File: src/cia_pkg.sv
`timescale 1ns / 1ps
// ----------------------------------------------------------------------------
// cia_pkg
// Shared types and codes of the cyclic identifier allocator.
// ----------------------------------------------------------------------------
package cia_pkg;

	localparam int WORD_W = 32;
	localparam int OFF_W  = 5;

	localparam logic OP_ALLOC   = 1'b0;
	localparam logic OP_RELEASE = 1'b1;

	localparam logic [1:0] STATUS_OK     = 2'd0;
	localparam logic [1:0] STATUS_FULL   = 2'd1;
	localparam logic [1:0] STATUS_UNUSED = 2'd2;

	typedef struct packed {
		logic       op;
		logic [9:0] release_id;
	} req_t;

	typedef struct packed {
		logic [9:0] given_id;
		logic [1:0] status;
	} rsp_t;

endpackage

File: src/cia_ifs.sv
`timescale 1ns / 1ps
// ----------------------------------------------------------------------------
// cia_ifs
// Request and response channels: valid, ready and one payload word.
// ----------------------------------------------------------------------------
interface cia_req_if;
	import cia_pkg::*;

	logic valid;
	logic ready;
	req_t data;

	modport source (output valid, output data, input ready);
	modport sink (input valid, input data, output ready);
endinterface

interface cia_rsp_if;
	import cia_pkg::*;

	logic valid;
	logic ready;
	rsp_t data;

	modport source (output valid, output data, input ready);
	modport sink (input valid, input data, output ready);
endinterface

File: src/cia_ram.sv
`timescale 1ns / 1ps
// ----------------------------------------------------------------------------
// cia_ram
// Simple dual-port RAM: one write port, one read port with registered data.
// ----------------------------------------------------------------------------
module cia_ram #(
	parameter int WIDTH = 32,
	parameter int DEPTH = 32
) (
	input  logic                                     clk,
	input  logic                                     wr_en,
	input  logic [((DEPTH > 1) ? $clog2(DEPTH) : 1)-1:0] wr_addr,
	input  logic [WIDTH-1:0]                         wr_data,
	input  logic                                     rd_en,
	input  logic [((DEPTH > 1) ? $clog2(DEPTH) : 1)-1:0] rd_addr,
	output logic [WIDTH-1:0]                         rd_data
);

	logic [WIDTH-1:0] mem_q [DEPTH];

	always_ff @(posedge clk) begin
		if (wr_en) begin
			mem_q[wr_addr] <= wr_data;
		end
		if (rd_en) begin
			rd_data <= mem_q[rd_addr];
		end
	end

endmodule

File: src/cia_ffs.sv
`timescale 1ns / 1ps
// ----------------------------------------------------------------------------
// cia_ffs
// Lowest set bit of one map word: found flag and bit offset.
// ----------------------------------------------------------------------------
module cia_ffs (
	input  logic [cia_pkg::WORD_W-1:0] vec,
	output logic                       found,
	output logic [cia_pkg::OFF_W-1:0]  idx
);
	import cia_pkg::*;

	always_comb begin
		idx = '0;
		// walk downwards so the lowest set bit wins
		for (int b = WORD_W - 1; b >= 0; b--) begin
			if (vec[b]) begin
				idx = OFF_W'(b);
			end
		end
		found = |vec;
	end

endmodule

File: src/cyclic_id_allocator.sv
`timescale 1ns / 1ps
// ----------------------------------------------------------------------------
// cyclic_id_allocator
// Cyclic identifier allocator over an in-use bitmap held in RAM words.
// ----------------------------------------------------------------------------
//  channel  dir  payload                         accepted when
//  req      in   op, release_id                  req.valid & req.ready
//  rsp      out  given_id, status                rsp.valid & rsp.ready
//
//  Release: read in the acceptance cycle, then update, then hand over to the
//  response register. Allocate scans the bitmap words in turn (the start word
//  twice when the search wraps) over NW = ceil(ID_SPACE/32) words, through
//  the single RAM read port. A release of identifier zero or past the space,
//  and an allocate refused at the live limit, skip the RAM.
//  After reset a clearing pass writes zero to all NW words, and req.ready
//  stays low until it ends. One request is in work at a time; a finished
//  response waits in its holding register while rsp is stalled.
// ----------------------------------------------------------------------------
module cyclic_id_allocator #(
	parameter int ID_SPACE = 1024,
	parameter int MAX_LIVE = 512
) (
	input  logic clk,
	input  logic arst_n,
	cia_req_if.sink   req,
	cia_rsp_if.source rsp
);
	import cia_pkg::*;

	localparam int NW = (ID_SPACE + WORD_W - 1) / WORD_W;
	localparam int AW = (NW > 1) ? $clog2(NW) : 1;
	localparam int FW = AW + OFF_W;
	localparam int CW = $clog2(MAX_LIVE + 1);
	localparam int VW = $clog2(NW + 1);

	localparam logic [AW-1:0]     LAST_WORD  = AW'(NW - 1);
	localparam logic [WORD_W-1:0] TAIL_VALID = {WORD_W{1'b1}} >> (NW * WORD_W - ID_SPACE);
	localparam logic [FW:0]       ID_END     = (FW + 1)'(ID_SPACE);
	localparam logic [CW-1:0]     LIVE_MAX   = CW'(MAX_LIVE);
	localparam logic [VW-1:0]     VISIT_END  = VW'(NW);

	localparam logic [2:0] S_CLEAR = 3'd0;
	localparam logic [2:0] S_IDLE  = 3'd1;
	localparam logic [2:0] S_SCAN  = 3'd2;
	localparam logic [2:0] S_REL   = 3'd3;
	localparam logic [2:0] S_FIN   = 3'd4;

	logic [2:0]        state_q;
	logic [FW-1:0]     last_q;
	logic [CW-1:0]     live_q;
	logic [AW-1:0]     word_q;
	logic [OFF_W-1:0]  off_q;
	logic              first_q;
	logic [VW-1:0]     visit_q;
	logic [AW-1:0]     clr_q;
	rsp_t              res_q;
	rsp_t              out_q;
	logic              out_valid_q;

	logic              wr_en;
	logic [AW-1:0]     wr_addr;
	logic [WORD_W-1:0] wr_data;
	logic              rd_en;
	logic [AW-1:0]     rd_addr;
	logic [WORD_W-1:0] rd_data;

	logic              accept;
	logic              is_full;
	logic [FW:0]       nxt_sum;
	logic [FW-1:0]     cand;
	logic              rel_bad;
	logic [FW-1:0]     rel_full;
	logic [AW-1:0]     word_nx;
	logic [WORD_W-1:0] exist;
	logic [WORD_W-1:0] start_mask;
	logic [WORD_W-1:0] free_vec;
	logic              free_found;
	logic [OFF_W-1:0]  free_off;
	logic [WORD_W-1:0] rel_bit;
	logic              slot_free;

	cia_ram #(
		.WIDTH (WORD_W),
		.DEPTH (NW)
	) u_map (
		.clk     (clk),
		.wr_en   (wr_en),
		.wr_addr (wr_addr),
		.wr_data (wr_data),
		.rd_en   (rd_en),
		.rd_addr (rd_addr),
		.rd_data (rd_data)
	);

	cia_ffs u_ffs (
		.vec   (free_vec),
		.found (free_found),
		.idx   (free_off)
	);

	assign req.ready = (state_q == S_IDLE);
	assign accept    = req.valid && req.ready;
	assign rsp.valid = out_valid_q;
	assign rsp.data  = out_q;
	assign slot_free = !out_valid_q || rsp.ready;

	assign is_full  = (live_q >= LIVE_MAX);
	assign nxt_sum  = {1'b0, last_q} + (FW + 1)'(1);
	assign cand     = (nxt_sum >= ID_END) ? FW'(1) : nxt_sum[FW-1:0];
	assign rel_bad  = (req.data.release_id == 10'd0)
		|| ({22'd0, req.data.release_id} >= 32'(ID_SPACE));
	assign rel_full = FW'(req.data.release_id);
	assign word_nx  = (word_q == LAST_WORD) ? '0 : word_q + AW'(1);
	assign rel_bit  = WORD_W'(1) << off_q;

	// mask out identifiers past the top of the space, identifier zero and, on the start word, bits below the start offset
	always_comb begin
		exist = {WORD_W{1'b1}};
		if (word_q == LAST_WORD) begin
			exist = exist & TAIL_VALID;
		end
		if (word_q == '0) begin
			exist[0] = 1'b0;
		end
		start_mask = first_q ? ({WORD_W{1'b1}} << off_q) : {WORD_W{1'b1}};
		free_vec   = ~rd_data & exist & start_mask;
	end

	always_comb begin
		rd_en   = 1'b0;
		rd_addr = word_nx;
		wr_en   = 1'b0;
		wr_addr = word_q;
		wr_data = rd_data;
		unique case (state_q)
			S_CLEAR: begin
				wr_en   = 1'b1;
				wr_addr = clr_q;
				wr_data = '0;
			end
			S_IDLE: begin
				if (req.data.op == OP_ALLOC) begin
					rd_en   = accept && !is_full;
					rd_addr = cand[FW-1:OFF_W];
				end else begin
					rd_en   = accept && !rel_bad;
					rd_addr = rel_full[FW-1:OFF_W];
				end
			end
			S_SCAN: begin
				// fetch the following word ahead; dropped once a free bit turns up
				rd_en   = !free_found;
				wr_en   = free_found;
				wr_data = rd_data | (WORD_W'(1) << free_off);
			end
			S_REL: begin
				wr_en   = |(rd_data & rel_bit);
				wr_data = rd_data & ~rel_bit;
			end
			default: begin
				rd_en = 1'b0;
			end
		endcase
	end

	always_ff @(posedge clk or negedge arst_n) begin
		if (!arst_n) begin
			state_q     <= S_CLEAR;
			clr_q       <= '0;
			last_q      <= FW'(ID_SPACE - 1);
			live_q      <= '0;
			out_valid_q <= 1'b0;
			first_q     <= 1'b0;
			visit_q     <= '0;
		end else begin
			// hand over once the response register is free
			if (state_q == S_FIN && slot_free) begin
				out_valid_q <= 1'b1;
			end else if (out_valid_q && rsp.ready) begin
				out_valid_q <= 1'b0;
			end
			unique case (state_q)
				S_CLEAR: begin
					clr_q <= clr_q + AW'(1);
					if (clr_q == LAST_WORD) begin
						state_q <= S_IDLE;
					end
				end
				S_IDLE: begin
					if (accept) begin
						res_q.given_id <= '0;
						first_q        <= 1'b1;
						visit_q        <= '0;
						if (req.data.op == OP_ALLOC) begin
							word_q <= cand[FW-1:OFF_W];
							off_q  <= cand[OFF_W-1:0];
							if (is_full) begin
								res_q.status <= STATUS_FULL;
								state_q      <= S_FIN;
							end else begin
								res_q.status <= STATUS_OK;
								state_q      <= S_SCAN;
							end
						end else begin
							word_q <= rel_full[FW-1:OFF_W];
							off_q  <= rel_full[OFF_W-1:0];
							if (rel_bad) begin
								res_q.status <= STATUS_UNUSED;
								state_q      <= S_FIN;
							end else begin
								res_q.status <= STATUS_OK;
								state_q      <= S_REL;
							end
						end
					end
				end
				S_SCAN: begin
					if (free_found) begin
						last_q         <= {word_q, free_off};
						live_q         <= live_q + CW'(1);
						res_q.given_id <= 10'({word_q, free_off});
						state_q        <= S_FIN;
					end else if (visit_q == VISIT_END) begin
						res_q.status <= STATUS_FULL;
						state_q      <= S_FIN;
					end else begin
						word_q  <= word_nx;
						first_q <= 1'b0;
						visit_q <= visit_q + VW'(1);
					end
				end
				S_REL: begin
					if (|(rd_data & rel_bit)) begin
						if (live_q != '0) begin
							live_q <= live_q - CW'(1);
						end
					end else begin
						res_q.status <= STATUS_UNUSED;
					end
					state_q <= S_FIN;
				end
				S_FIN: begin
					if (slot_free) begin
						state_q <= S_IDLE;
					end
				end
				default: begin
					state_q <= S_IDLE;
				end
			endcase
		end
	end

	always_ff @(posedge clk) begin
		if (state_q == S_FIN && slot_free) begin
			out_q <= res_q;
		end
	end

endmodule
File: src/flat_wrapper.sv
// flat-port wrapper written by rule: the top's interface ports become plain ports
module cyclic_id_allocator_flat import cia_pkg::*;
#(
	parameter int ID_SPACE = 1024,
	parameter int MAX_LIVE = 512
)
  (clk, arst_n, req_valid, req_data, req_ready, rsp_valid, rsp_data, rsp_ready);
  cia_req_if req_i ();
  cia_rsp_if rsp_i ();
  input  logic clk;
  input  logic arst_n;
  input wire logic [$bits(req_i.valid)-1:0] req_valid;
  input wire logic [$bits(req_i.data)-1:0] req_data;
  output wire logic [$bits(req_i.ready)-1:0] req_ready;
  output wire logic [$bits(rsp_i.valid)-1:0] rsp_valid;
  output wire logic [$bits(rsp_i.data)-1:0] rsp_data;
  input wire logic [$bits(rsp_i.ready)-1:0] rsp_ready;
  assign req_i.valid = req_valid;
  assign req_i.data = req_data;
  assign req_ready = req_i.ready;
  assign rsp_valid = rsp_i.valid;
  assign rsp_data = rsp_i.data;
  assign rsp_i.ready = rsp_ready;
  cyclic_id_allocator #(.ID_SPACE(ID_SPACE), .MAX_LIVE(MAX_LIVE)) u_core (.clk(clk), .arst_n(arst_n), .req(req_i), .rsp(rsp_i));
endmodule
File: config.mk
export PLATFORM = sky130hd
export DESIGN_NAME = cyclic_id_allocator_flat
export DESIGN_NICKNAME = d
export VERILOG_FILES = /design/src/cia_pkg.sv /design/src/cia_ifs.sv /design/src/cia_ram.sv /design/src/cia_ffs.sv /design/src/cyclic_id_allocator.sv /design/src/flat_wrapper.sv
export SDC_FILE = /design/constraint.sdc
export NUM_CORES = 2
export LEC_CHECK = 0
export BUFFER_PORTS_ARGS = -buffer_cell sky130_fd_sc_hd__buf_2
export CELL_PAD_IN_SITES_DETAIL_PLACEMENT = 1
export CELL_PAD_IN_SITES_GLOBAL_PLACEMENT = 1
export CORE_MARGIN = 8
export CORE_UTILIZATION = 30
export DETAILED_ROUTE_END_ITERATION = 10
export PLACE_DENSITY = 0.61
export SYNTH_ARGS = -nofsm -noshare
export SYNTH_HDL_FRONTEND = slang
export SYNTH_SLANG_ARGS = --single-unit
File: constraint.sdc
create_clock -name clk -period 6 [get_ports clk]
set_input_delay 0 -clock clk [delete_from_list [all_inputs] [get_ports clk]]
set_output_delay 0 -clock clk [all_outputs]
set_load 0.02 [all_outputs]
After elaboration in Yosys (flattened, before gate mapping)
Memories as Yosys holds them, arrays and structs flattened. A register that Yosys moved wholly into a read port is not among the register bits.
Index checks and enable logic that the tools add are counted.
- memory bits (read-only): 0
- input port bits: 15
- latch bits: 0
- memories: 1
- word-level logic and storage cells: 161
- RAM bits: 1024
- output and inout bits: 14
- register bits: 70
- reduce and logical (&&, ||, !) cells: 28
- divide/modulo/power cells: 0
- mux-type cells: 83
- order comparisons: 2
- multiply operators: 0
- shift-type cells: 3
- $add $sub $neg: 6
- equality and inequality tests: 18
- bitwise logic cells: 7
- memory list (memory ; depth ; bits a word ; rd ports ; clocked after Yosys merged registers in ; write ports ; line ; text):
    u_core.u_map.mem_q ; 32 ; 32 ; 1 ; 1 ; 1 ; cia_ram.sv:19 ; logic [WIDTH-1:0] mem_q [DEPTH];
- operators by type and width (cell ; count):
    5-bit two-way mux ; 40
    32-bit AND ; 4
    32-bit case mux with 3 select lines ; 1
    32-bit NOT ; 2
    32-bit OR reduction ; 2
    1-bit by 5-bit << shifter with 32-bit output, first input constant ; 2
    10-bit two-way mux ; 5
    10-bit case mux with 2 select lines ; 2
    32-bit two-way mux ; 1
    32-bit bitwise OR ; 1
    32-bit by 5-bit << shifter with 32-bit output, first input constant ; 1
    3-bit two-way mux ; 8
    6-bit two-way mux ; 3
    4-bit AND reduction ; 4
    3-bit case mux with 5 select lines ; 1
    12-bit two-way mux ; 1
    2-bit by 1-bit inequality test with 1-bit output, second input constant ; 6
    6-bit case mux with 2 select lines ; 1
    10-bit by 1-bit adder with 11-bit output, second input constant ; 1
    11-bit >= comparator, second input constant ; 1
    10-bit by 1-bit adder with 10-bit output, second input constant ; 1
    5-bit by 1-bit adder with 5-bit output, second input constant ; 2
    5-bit == test, second input constant ; 2
    10-bit >= comparator, second input constant ; 1
    other kinds (27) ; 54

Logic depth before layout (Yosys ltp)
- word-level depth: 39
- gate-level depth with buffers: 14
- depth with buffers taken out: 12

By module
From an unflattened synthesis, not the netlist that was laid out.
- cells, all modules: 2946
- area, all modules: 46495.8 um^2
- by module, submodules not included (module ; instances ; cells each ; seq. area each (um^2) ; area each (um^2)):
    cia_ram ; 1 ; 2260 ; 31710.4 ; 40812.9
    cyclic_id_allocator ; 1 ; 621 ; 1934.4 ; 5297.6
    cia_ffs ; 1 ; 65 ; 0.0 ; 385.4

Worst setup path before layout
OpenSTA, ideal clock, no wires.
- path type: register -> register
- start point: register u_core.off_q[3]
- end point: memory u_core.u_map.mem_q[19][0], enable pin
- stages on the path, launching flop included: 11
- slack: 1.059 ns
- clock period less this slack: 4.941 ns
- data arrival time: 4.473 ns
- library setup time: 0.468 ns
- required time: 5.532 ns
- path buffers: 3
- cells stage by stage: edfxtp_1 > buf_4 > buf_4 > clkbuf_1 > or3b_2 > a21boi_0 > o21ai_0 > o2111ai_1 > o21ai_0 > a21o_1 > nor3b_1
- longest elaborated chain between the ends: 7
- elaborated cells between the ends (all ways): 10
- classes of those cells: shift: 2; mux: 4; bitwise: 2; reduce/logical: 2
- RTL lines (item ; line ; text):
    start: declaration ; cyclic_id_allocator.sv:52 ; logic [OFF_W-1:0] off_q;
    start signal: assignment ; cyclic_id_allocator.sv:196 ; off_q <= cand[OFF_W-1:0];
    start signal: assignment ; cyclic_id_allocator.sv:206 ; off_q <= rel_full[OFF_W-1:0];
    32-bit by 5-bit << shifter with 32-bit output ; cyclic_id_allocator.sv:125 ; start_mask = first_q ? ({WORD_W{1'b1}} << off_q) : {WORD_W{1'b1}};
    32-bit two-way mux ; cyclic_id_allocator.sv:125 ;
    32-bit AND ; cyclic_id_allocator.sv:126 ; free_vec = ~rd_data & exist & start_mask;
    32-bit OR reduction ; cia_ffs.sv:21 ; found = |vec;
    1-bit case mux with 3 select lines (*) ; cyclic_id_allocator.sv:135 ; unique case (state_q)
    1-bit two-way mux (*) ; cia_ram.sv:22 ; if (wr_en) begin
    1-bit two-way mux (implied by the code) (*) ; cia_ram.sv:23 ; mem_q[wr_addr] <= wr_data;
    end: declaration ; cia_ram.sv:19 ;
Every way passes the cells marked *; elsewhere a longest branch is shown, timed or not.

Final worst setup path
- start point: register u_core.off_q[1]
- end point: memory u_core.u_map.mem_q[24][23], enable pin
The elaborated chain is that of the path after synthesis.

==> results.json <==
{
  "status": "completed",
  "arrival_ns": 5.40,
  "via_count": 31900,
  "synth_edf_count": 1090,
  "cts.clk_slew.worst_paths_ns": 0.07,
  "cp_max_fo": 30,
  "min_path_cells": 3,
  "antenna_found_initial": 2,
  "cts-root-buf": "clkbuf_16",
  "drt_first_pass_iters": 7,
  "syn_inst": 3726,
  "syn-cell-area_um2": 47400,
  "syn_avg_cell_area_um2": 12.7,
  "die_height_um": 413,
  "synth_top_family_by_area": "simple AND/OR/NAND/NOR gates",
  "fin_crit_sh_pct": 82.5,
  "period_minus_slack_ns": 4.95,
  "hold_path.startpoint": "req_data[0]",
  "synth-simple-area-share_pct": 16.0,
  "reg2reg_slack_ns": 1.05,
  "hpwlAfterDp_mm": 93.6,
  "slew_viol_final": 0,
  "slowest_delay_ns": 1.06,
  "p_per_area_nw_per_um2": 586,
  "fin_worst_skew_ns": 0.0437,
  "cp-start-kind": "flip-flop",
  "routed_wl_mm": 155,
  "die_x_um": 413,
  "nets": 3851,
  "cts_tree": "yes",
  "io_pins": 29,
  "regToRegStartpoint": "u_core.off_q[1]$_DFFE_PP_",
  "yosys_warnings": 0,
  "worst_slew_pin_slew_ns": 1.13,
  "leakage_nw": 19.0,
  "die-area_um2": 171000,
  "wl_per_cell_um": 25.8,
  "cp_data_required_time_ns": 6.45,
  "synthArstFlopShare_pct": 3.20,
  "ys_types": 80,
  "htreeDepth": 3,
  "initial_core_util_pct": 30.0,
  "place_congestion": 0.863,
  "cpLargestDelayFamily": "simple AND/OR/NAND/NOR gates",
  "crit_path_cell_trace": "buf_4, nand4_1, o21ai_0, nand3_1, nor4_2, a31o_2, a21oi_1, nand2b_1, nor2_4, buf_12",
  "pre_cts_slack_ns": 1.17,
  "max_freq_mhz": 202,
  "diodes": 0,
  "path_class": "reg -> reg",
  "setup_tns_ns": 0,
  "setup_violations": 0,
  "synth_seq_area_share_pct": 71.0,
  "worstSetupEndpointType": "flip-flop",
  "ys.flop_type": "edfxtp_1",
  "drive_gt1_share_pct": 12.2,
  "r2r_cells": 10,
  "grtUsageTotal_pct": 17.6,
  "vias_per_cell": 5.32,
  "grt_max_degree": 108,
  "grt_pass1_vias": 32600,
  "fin_ws_ns": 1.05,
  "gr-total-overflow": 0,
  "synth_nets": 3758,
  "timing.rr.end": "u_core.u_map.mem_q[24][23]$_DFFE_PP_",
  "slew_headroom_pct": 23.7,
  "hold_end": "u_core.off_q[0]$_DFFE_PP_",
  "io_buffers": 28,
  "cts_buffer_depth": 3,
  "crit_slowest_cell": "edfxtp_1",
  "synth_mux_area_share_pct": 2.40,
  "rsz0062_at_grt": "false",
  "critPathBufInv": 2,
  "syn2layout_area_growth_pct": 16.4,
  "irDropWorstVdd_uv": 358,
  "hold_class": "in -> reg",
  "ant_nets": 0,
  "drtIter0Drc": 2881,
  "ys_seq_elements": 1126,
  "grt_pass1_wl_mm": 226,
  "drc": 0,
  "cts_resized": 0,
  "numCtsBuffers": 116,
  "nFillCells": 16700,
  "synth_compound_area_share_pct": 7.28,
  "drv_cap": 0,
  "rows": 146,
  "clock_latency_ns": 0.76,
  "synthXorXnorAreaFrac_pct": 0.388,
  "synthAdderAreaFrac_pct": 0.465,
  "numClockSinks": 1126,
  "final_hold_viol_count": 0,
  "core-area_um2": 158000
}
## cells in the mapped netlist, types with 13 or more instances
cell,instances,area (um2)
edfxtp_1,1090,32700
nand2_1,988,3710
nand3_1,351,1760
clkbuf_1,124,465
a31oi_1,123,769
and3_1,111,694
mux2i_1,107,1070
nor2_1,106,398
o21ai_0,86,430
a21oi_1,74,370
buf_2,71,355
nand4_1,40,250
a32oi_1,33,289
a32o_1,32,320
nor3_1,28,140
dfrtp_1,26,651
a221oi_2,24,360
inv_1,19,71.3
ha_1,16,200
buf_1,15,56.3
buf_4,14,105
nand2b_1,13,81.3
## repair_timing
action	4_1_cts	5_1_grt
buffers inserted	0	0
endpoints found under the hold margin	65	0
hold buffers	22	0
## how the worst max path moves through the flow
stage	slack [ns]	from	to	cells after the start
after floorplan	1.06	u_core.off_q[3]$_DFFE_PP_	u_core.u_map.mem_q[19][0]$_DFFE_PP_	10
after global placement	1.23	u_core.off_q[1]$_DFFE_PP_	u_core.u_map.mem_q[24][18]$_DFFE_PP_	10
after detailed placement	1.17	u_core.off_q[2]$_DFFE_PP_	u_core.u_map.mem_q[24][18]$_DFFE_PP_	9
after CTS	1.12	u_core.off_q[2]$_DFFE_PP_	u_core.u_map.mem_q[24][18]$_DFFE_PP_	9
after global routing	0.86	u_core.off_q[2]$_DFFE_PP_	u_core.u_map.mem_q[24][23]$_DFFE_PP_	9
final	1.05	u_core.off_q[1]$_DFFE_PP_	u_core.u_map.mem_q[24][23]$_DFFE_PP_	10
## tightest hold or removal path: cells and delay by family
| family | cells | cell delay [ns] |
|---|---|---|
| compound gates | 1 | 0.14 |
| buf+inv | 2 | 0.63 |
## sequential cells by signal, indices dropped and copies added, names as in the netlist
register and cells:
u_core.clr_q 5, u_core.first_q 1, u_core.last_q 10, u_core.live_q 10, u_core.off_q 5, u_core.res_q 12, u_core.rsp.data 12, u_core.rsp.valid 1
u_core.state_q 3, u_core.u_map.mem_q 1024, u_core.u_map.rd_data 32, u_core.visit_q 6, u_core.word_q 5
## cell type report
class                           instances  area (um2)  area share, %
Clock buffer                          150        3120           5.65
Clock inverter                         70         692           1.26
Inverter                               20        75.1          0.136
Multi-Input combinational cell       2346       13100           23.7
Sequential cell                      1126       33600           61.0
Tap cell                             2072        2590           4.70
Timing Repair Buffer                  209        1940           3.52
## through the flow
stage          cells  power [mW]  area [um2]  hold slack [ns]  util [%]
2_1_floorplan   3726        19.2       47400           -0.296         -
3_3_place_gp    5751        24.8       51100            0.104      32.4
3_5_place_dp    5751        25.1       51100            0.110      32.4
4_1_cts         5993        32.5       55100           0.0708      35.0
5_1_grt         5993        33.7       55100            0.132      35.0
6_report        5993        32.3       55100            0.132      35.0
## report_power, final
group	leakage (nW)	switching [mW]	internal, mW	total [mW]
registers	10.4	0.606	11.2	11.8
clock network	1.86	3.14	4.21	7.35
logic	6.77	9.53	3.61	13.1
total	19.0	13.3	19.0	32.3
## cell usage in the layout (no fill, tap or decap), drive strengths merged, types with 6 or more instances in the layout
cell type	instances
or3	11
dfrtp	26
buf	187
and2	9
a31oi	123
o311ai	7
nor3b	6
clkinv	51
a21boi	8
or2	6
mux2i	107
ha	16
a21oi	74
inv	25
xnor2	12
mux2	6
nand2b	13
a211oi	9
a32oi	33
clkbuf	150
bufinv	13
a221oi	32
nand3	351
o21a	7
o21ai	91
edfxtp	1090
nor2	106
dfstp	10
and3	111
nor4	7
nor3	30
nor2b	9
a32o	32
nand2	988
dlygate4sd3	22
nand3b	10
nand4	41
o31ai	11
xor2	9
a21o	11
## kinds of logic (layout without fill, tap and decap cells)
group                      Yosys count  in the layout
DFF                               1126           1126
xor gates and xnor gates            21             21
buffers and inverters              254            449
adders and majority gates           17             17
AOI/OAI and AO/OA                  485            485
and+or+nand+nor                   1710           1710
muxes                              113            113
## metal layers
layer	global-route usage [%]	vias to the layer above	part of all wire, %
met5	0	-	0
met4	5.33	0	2.8
met3	2.30	241	5.3
met2	29.1	977	48
met1	24.2	16600	44
li1	-	14100	-
Note: power is estimated with default switching activity, not from simulation.
